$ cat config.mk
export PLATFORM = sky130hd
export DESIGN_NAME = ghbs_scale
export DESIGN_NICKNAME = d
export VERILOG_FILES = /design/src/rtl/ghbs_pkg.sv /design/src/rtl/ghbs_scale.sv
export SDC_FILE = /design/constraint.sdc
export NUM_CORES = 1
export LEC_CHECK = 0
export ABC_AREA = 1
export BUFFER_PORTS_ARGS = -buffer_cell sky130_fd_sc_hd__buf_2
export CAP_MARGIN = 40
export CORE_UTILIZATION = 55
export CTS_CLUSTER_SIZE = 10
export DETAILED_ROUTE_END_ITERATION = 6
export PLACE_DENSITY_LB_ADDON = 0.2
export SLEW_MARGIN = 20
export SYNTH_ARGS = -nofsm -noshare
export SYNTH_HDL_FRONTEND = slang
export SYNTH_SLANG_ARGS = --single-unit
$ cat constraint.sdc
create_clock -name clk_i -period 5.15 [get_ports clk_i]
set_input_delay 1.03 -clock clk_i [delete_from_list [all_inputs] [get_ports clk_i]]
set_output_delay 1.03 -clock clk_i [all_outputs]
set_load 0.005 [all_outputs]
$ cat src/rtl/ghbs_pkg.sv
// ----------------------------------------------------------------------------
// ghbs_pkg: shared types and constants of the gray histogram block
// Operation codes, register map, field widths and the scaler state type.
// ----------------------------------------------------------------------------
package ghbs_pkg;

  // Widths of the fixed item fields.
  localparam int OP_W    = 2;
  localparam int LEVEL_W = 8;
  localparam int BAR_W   = 10;

  // Number of bits needed to count the divider steps (one quotient bit each).
  localparam int STEP_W = $clog2(BAR_W);

  // Configuration port: word-addressed registers, 32-bit data.
  localparam int PADDR_W = 3;
  localparam int PDATA_W = 32;

  // Word index (address bit 2) of the bar height register.
  localparam logic REG_BAR_HEIGHT = 1'b0;

  // Value of the bar height register after reset.
  localparam logic [BAR_W-1:0] BAR_HEIGHT_RST = BAR_W'(230);

  // Item operation codes.
  typedef enum logic [OP_W-1:0] {
    OP_ACC   = 2'd0,
    OP_READ  = 2'd1,
    OP_CLEAR = 2'd2
  } op_e;

  // Bar scaler sequencer states.
  typedef enum logic [2:0] {
    SCL_IDLE,
    SCL_MUL,
    SCL_DIV,
    SCL_ROUND,
    SCL_DONE
  } scl_state_e;

endpackage

$ cat src/rtl/ghbs_scale.sv
// ----------------------------------------------------------------------------
// ghbs_scale: bar height scaler
// Computes count * bar_height / peak rounded to nearest, ties to even, with
// a multiply step, a restoring divider that yields one quotient bit per
// cycle, and a rounding step. The result is held until it is taken.
// ----------------------------------------------------------------------------
module ghbs_scale #(
  parameter int COUNT_BITS = 20
) (
  input  logic                        clk_i,
  input  logic                        rst_ni,
  input  logic                        start_i,
  input  logic [COUNT_BITS-1:0]       count_i,
  input  logic [COUNT_BITS-1:0]       peak_i,
  input  logic [ghbs_pkg::BAR_W-1:0]  bar_height_i,
  input  logic                        take_i,
  output logic                        done_o,
  output logic [COUNT_BITS-1:0]       count_o,
  output logic [ghbs_pkg::BAR_W-1:0]  bar_o,
  output logic [COUNT_BITS-1:0]       peak_o
);
  import ghbs_pkg::*;

  localparam int PROD_W = COUNT_BITS + BAR_W;

  scl_state_e                state_q, state_d;
  logic [STEP_W-1:0]         step_q;
  logic                      last_step;

  logic [COUNT_BITS-1:0]     cnt_q;
  logic [COUNT_BITS-1:0]     pk_q;
  logic [BAR_W-1:0]          bh_q;
  logic                      zero_q;
  logic [PROD_W-1:0]         prod;
  logic [COUNT_BITS-1:0]     rem_q;
  logic [BAR_W-1:0]          low_q;
  logic [BAR_W-1:0]          quo_q;
  logic [BAR_W-1:0]          bar_q;

  logic [COUNT_BITS:0]       trial;
  logic [COUNT_BITS:0]       pk_ext;
  logic [COUNT_BITS:0]       diff;
  logic                      qbit;
  logic [COUNT_BITS-1:0]     rem_n;
  logic [COUNT_BITS:0]       twice_rem;
  logic                      round_up;

  assign last_step = (step_q == STEP_W'(BAR_W - 1));

  // Next state of the sequencer.
  always_comb begin
    state_d = state_q;
    case (state_q)
      SCL_IDLE:  if (start_i) state_d = SCL_MUL;
      SCL_MUL:   state_d = SCL_DIV;
      SCL_DIV:   if (last_step) state_d = SCL_ROUND;
      SCL_ROUND: state_d = SCL_DONE;
      SCL_DONE:  if (take_i) state_d = SCL_IDLE;
      default:   state_d = SCL_IDLE;
    endcase
  end

  // Sequencer outputs.
  always_comb begin
    case (state_q)
      SCL_DONE: done_o = 1'b1;
      default:  done_o = 1'b0;
    endcase
  end

  always_ff @(posedge clk_i or negedge rst_ni) begin
    if (!rst_ni) begin
      state_q <= SCL_IDLE;
      step_q  <= '0;
    end else begin
      state_q <= state_d;
      if (state_q == SCL_DIV) begin
        step_q <= last_step ? '0 : step_q + 1'b1;
      end
    end
  end

  // The quotient never exceeds bar_height because count never exceeds peak,
  // so the upper part of the product is already below the divisor and only
  // BAR_W quotient bits have to be developed.
  assign prod = PROD_W'(cnt_q) * PROD_W'(bh_q);

  // One restoring division step.
  assign trial  = {rem_q, low_q[BAR_W-1]};
  assign pk_ext = {1'b0, pk_q};
  assign diff   = trial - pk_ext;
  assign qbit   = (trial >= pk_ext);
  assign rem_n  = qbit ? diff[COUNT_BITS-1:0] : trial[COUNT_BITS-1:0];

  // Round to nearest, ties to even.
  assign twice_rem = {rem_q, 1'b0};
  assign round_up  = (twice_rem > pk_ext) || ((twice_rem == pk_ext) && quo_q[0]);

  // Operand capture and datapath.
  always_ff @(posedge clk_i) begin
    if (start_i && (state_q == SCL_IDLE)) begin
      cnt_q  <= count_i;
      pk_q   <= peak_i;
      bh_q   <= bar_height_i;
      zero_q <= (peak_i == '0) || (bar_height_i == '0);
    end
    case (state_q)
      SCL_MUL: begin
        rem_q <= prod[PROD_W-1:BAR_W];
        low_q <= prod[BAR_W-1:0];
        quo_q <= '0;
      end
      SCL_DIV: begin
        rem_q <= rem_n;
        low_q <= {low_q[BAR_W-2:0], 1'b0};
        quo_q <= {quo_q[BAR_W-2:0], qbit};
      end
      SCL_ROUND: begin
        bar_q <= zero_q ? '0 : quo_q + BAR_W'(round_up);
      end
      default: ;
    endcase
  end

  assign count_o = cnt_q;
  assign peak_o  = pk_q;
  assign bar_o   = bar_q;

endmodule

== Word-level counts from Yosys, hierarchy flattened ==
Cells that the tools add are included.
Widths: inputs -> output; s select.

* $add $sub $neg: 3
* Multiply operators: 1
* Order comparisons: 2
* Equality and inequality tests: 9
* Multiplexer cells: 10
* Reductions and logical operators: 9

{| class="wikitable"
|+ Operator list
! operator !! count
|-
| $pmux 10 s2 || 2
|-
| $pmux 20 s2 || 1
|-
| $mul 20x10->30 || 1
|-
| $eq 21x20->1 || 1
|-
| $ge 21x20->1 || 1
|-
| $gt 21x20->1 || 1
|-
| $logic_not 20->1 || 1
|-
| $mux 20 || 1
|-
| $sub 20x20->20 || 1
|-
| $pmux 3 s5 || 1
|-
| $add 10x1->10 || 1
|-
| $logic_not 10->1 || 1
|-
| $mux 3 || 3
|-
| $eq 3x2->1 const B || 2
|-
| $ne 2x2->1 const B || 3
|-
| $add 4x1->4 const B || 1
|-
| $eq 4x4->1 const B || 1
|-
| $mux 4 || 1
|-
| $eq 3x1->1 const B || 1
|-
| $eq 3x3->1 const B || 1
|-
| $logic_not 3->1 || 1
|-
| $reduce_and 3->1 || 1
|-
| $logic_and 1x1->1 || 2
|-
| $logic_or 1x1->1 || 2
|-
| 2 further kinds || 2
|}

* Register bits after elaboration: 108
* Bits of input ports: 54
* Output and inout port bits: 51

== Depth between registers and ports, before layout ==
* Depth after elaboration: 4
* Gate-level depth with buffers: 24
* Mapped depth without buffers: 23

== Worst setup path after synthesis ==
No wires, ideal clock.

* Kind: input -> register
* From: input start_i
* To: register bh_q[0], enable pin
* Setup time: 0.522 ns
* Data arrival time: 4.552 ns
* Required time: 4.628 ns
* Slack: 0.075 ns
* Cell stages on the path: 2
* Path buffers: 0
* Cell sequence: inv_1 -> nor3_1

* Cells in the longest elaborated chain, start to end: 1

{| class="wikitable"
|+ RTL lines
! item !! RTL line !! source
|-
| start, declared || ghbs_scale.sv:12 || <nowiki>input logic start_i,</nowiki>
|-
| $logic_and 1x1->1 || ghbs_scale.sv:101 || <nowiki>if (start_i && (state_q == SCL_IDLE)) begin</nowiki>
|-
| end signal, assigned || ghbs_scale.sv:104 || <nowiki>bh_q <= bar_height_i;</nowiki>
|-
| end, declared || ghbs_scale.sv:32 || <nowiki>logic [BAR_W-1:0] bh_q;</nowiki>
|}

No other way between the ends.
A chain may end at the register's enable or synchronous reset.

== Worst setup path after layout ==
* From: register bh_q[8]
* To: register rem_q[9] (data pin)

* Cells in the longest elaborated chain, start to end: 2

{| class="wikitable"
|+ RTL lines
! item !! RTL line !! source
|-
| $mul 20x10->30 || ghbs_scale.sv:86 || <nowiki>assign prod = PROD_W'(cnt_q) * PROD_W'(bh_q);</nowiki>
|-
| $pmux 20 s2 || ghbs_scale.sv:107 || <nowiki>case (state_q)</nowiki>
|-
| end signal, assigned || ghbs_scale.sv:109 || <nowiki>rem_q <= prod[PROD_W-1:BAR_W];</nowiki>
|-
| end signal, assigned || ghbs_scale.sv:114 || <nowiki>rem_q <= rem_n;</nowiki>
|-
| end, declared || ghbs_scale.sv:35 || <nowiki>logic [COUNT_BITS-1:0] rem_q;</nowiki>
|}

No other way between the ends.

==> run metrics <==
status complete, no violations; slowest stage cell, crit path fa_2; cell row count 55; Final ANT Viol Nets 0; Via-to-Cell Ratio 4.934; sequential-to-total area share from yosys stat 24.79%; WL/cell 14.72 um; Hold Path Class primary input to asynchronous set/reset pin; RSZ-0062 raised after global routing true; flop and latch count out of synthesis 108; Worst path most repeated cell inv_1; pre-CTS WS -0.1831 ns; Area contributors post-synth edfxtp_1 (23%), fa_1 (22%), nand2_1 (17%); most common cell in the netlist nand2_1; core area 0.02285 mm2; Finished Layout Cells 2235; Clk Latency, worst-skew pair 0.38 ns; n_diodes 0; final hold slack 0.4648 ns; synth warn 0; Max Slew Vio Count 0; initial DRC count 587; R2R Path Start bh_q[8]; Max-cap violations 0; register-to-register path setup slack 0.11 ns; Mapped Area 0.01294 mm2; vias 11027; clock skew 0.01565 ns; Synth area leader edfxtp_1; PnR worst setup slack 0.1149 ns; first-pass GRT wire length 53280 um; number of fill cells in the layout 1995; width of the die 155.4 um; Fin Setup TNS 0 ns; initial core utilization 56.64%; top cells by count, synth nand2_1 (583), inv_1 (441), fa_1 (143); Die Ht 155.4 um; Post-synth EDFFs 101; WP data arrival 5.17 ns; max incr delay on CP 0.57 ns; shortest period the worst path allows 5.035 ns; syn avg cell area 7.459 um2; CTS Sinks 108; crit start category flip-flop; CP Capture Type flip-flop; CTS H-tree lvls 3; CP max FO 5; CP bufs+invs 7; area occupied by multi-input gates 0.008349 mm2; Area Overhead vs Synth 19.20%; Syn Nets 2019; Fin. Hold Viols 0; NumNets Final 2201; Stages on worst setup path 21; Detailed Routing Iterations Pass 1 5; final setup violation count 0; Top Family by Delay on Critical Path adder cells; Post-DP HPWL 26600 um; port bufs 104; start point of the critical path bh_q[8]; die area 0.02415 mm2; Max-slew headroom 46.99%; drt total wl 32890 um; Top Ports 105; Critical Path, Cell by Cell buf_6 > nand2_1 > inv_1 > fa_1 > inv_1 > fa_2 > inv_2 > fa_2 > fa_1 > inv_1 > fa_1 > inv_1 > ha_4 > nand4_1 > buf_4 > nor2_4 > nand4_1 > nand3_1 > nand2_1 > nand3_2 > nand2_1; largest net degree at the start of global routing 41; worst r2r dst rem_q[9]; crit share post-route 97.77%; vias in the first global route 11140; CP Class flip-flop to flip-flop; actual slew at the worst max-slew pin 0.7878 ns; Residual DRC 0; RD Place Congestion 0.9326; Max Clk Rate 198.6 MHz; root buffer cell clkbuf_16; Req. time, crit path 5.28 ns; Worst-path clk slew 0.09 ns; Distinct cells, synth 39; share of synthesized registers carrying an async set or reset 6.481%; register area 0.003208 mm2; placed insts 2182; Clock Path Buffers 2; Synth Flop Type edfxtp_1; FF-to-FF path depth 21; global route overflow 0; share of layout cells above drive strength 1 18.52%; Synth top area share 23.44%; Mapped Cells 1735; TritonCTS clock tree yes; Num CTS Buffers 9; initial antenna violation count 0; Total GRT Usage 28.37%
final cells by class:
class,instances,share of cell area [%]
clock buffers,9,1.460
clock inverters,7,0.5840
repair buffers,221,9.717
multi-input cells,1134,54.12
flip-flops and latches,108,20.80
well taps,313,2.539
inverters,443,10.78
state kept, by name, summed over array words and instances, names as in the netlist:
name and cells:
bar_o 10, bh_q 10, count_o 20, low_q 10, peak_o 20, quo_q 10
rem_q 20, state_q 3, step_q 4, zero_q 1
stage by stage:
step                cell area [um2]  util [%]
finish                        15430     67.52
global route                  15430     67.52
CTS                           14760     64.61
detailed placement            14320     62.66
global placement              14320     62.66
floorplan                     12940         -
worst reg2reg max path: stages (launching register included):
cell and delay (ns):
edfxtp_1 0.53, buf_6 0.17, nand2_1 0.04, inv_1 0.06, fa_1 0.50, inv_1 0.06
fa_2 0.57, inv_2 0.05, fa_2 0.45, fa_1 0.50, inv_1 0.06, fa_1 0.52
inv_1 0.06, ha_4 0.30, nand4_1 0.12, buf_4 0.18, nor2_4 0.12, nand4_1 0.16
nand3_1 0.13, nand2_1 0.07, nand3_2 0.08, nand2_1 0.06
routing by layer:
layer / global-route usage [%] / wire length [um]
met1: 36.04 / 14260
met2: 50.22 / 16250
met4: 9.897 / 916
met3: 3.036 / 1475
met5: 0 / 0
cell families (layout without fill, tap and decap cells):
family                   count (synthesis)  after routing  synth area share (%)
flip-flops                             108            108                 24.79
adder cells (fa/ha/maj)                230            230                 30.53
XOR/XNOR                                18             18                 1.218
AND/OR/NAND/NOR                        813            813                 25.95
AO/OA/AOI/OAI                           73             73                 3.065
buffers and inverters                  493            680                 14.44
worst max-delay path by stage:
stage | endpoint | slack (ns)
global route | rem_q[5] | -0.06
CTS | rem_q[1] | 0.008
finish | rem_q[9] | 0.11
global placement | rem_q[1] | -0.14
detailed placement | rem_q[1] | -0.18
floorplan | bh_q[0] | 0.08
placed cells by master, fill, tap and decap left out, types with 6 or more instances in the layout:
| cell | count |
|---|---|
| nand2_1 | 556 |
| inv_1 | 434 |
| fa_1 | 141 |
| buf_2 | 104 |
| edfxtp_1 | 101 |
| buf_4 | 98 |
| nand3_1 | 72 |
| ha_1 | 69 |
| nor2_1 | 62 |
| nand2_2 | 32 |
| a21oi_1 | 29 |
| o21ai_0 | 18 |
| ha_4 | 17 |
| nor2_2 | 15 |
| nand4_1 | 14 |
| buf_6 | 14 |
| xnor2_1 | 11 |
| nor3_1 | 10 |
| a21oi_2 | 9 |
| nand3b_1 | 9 |
| clkbuf_16 | 9 |
| inv_2 | 8 |
| nor2_4 | 8 |
| nor4_1 | 8 |
| dfrtp_1 | 7 |
| nand3_2 | 6 |
| nand2_4 | 6 |
| xor2_1 | 6 |
timing repair:
action | in CTS | in global routing
gates resized for setup | 16 | 105
hold buffers | 0 | 0
endpoints found under the hold margin | 0 | 0
pin swaps | 4 | 62
setup endpoints to repair | 10 | 21
setup buffers | 8 | 28
Power is not shown: default switching activity piles up to over one toggle a cycle in this logic, so the estimate is an artifact.
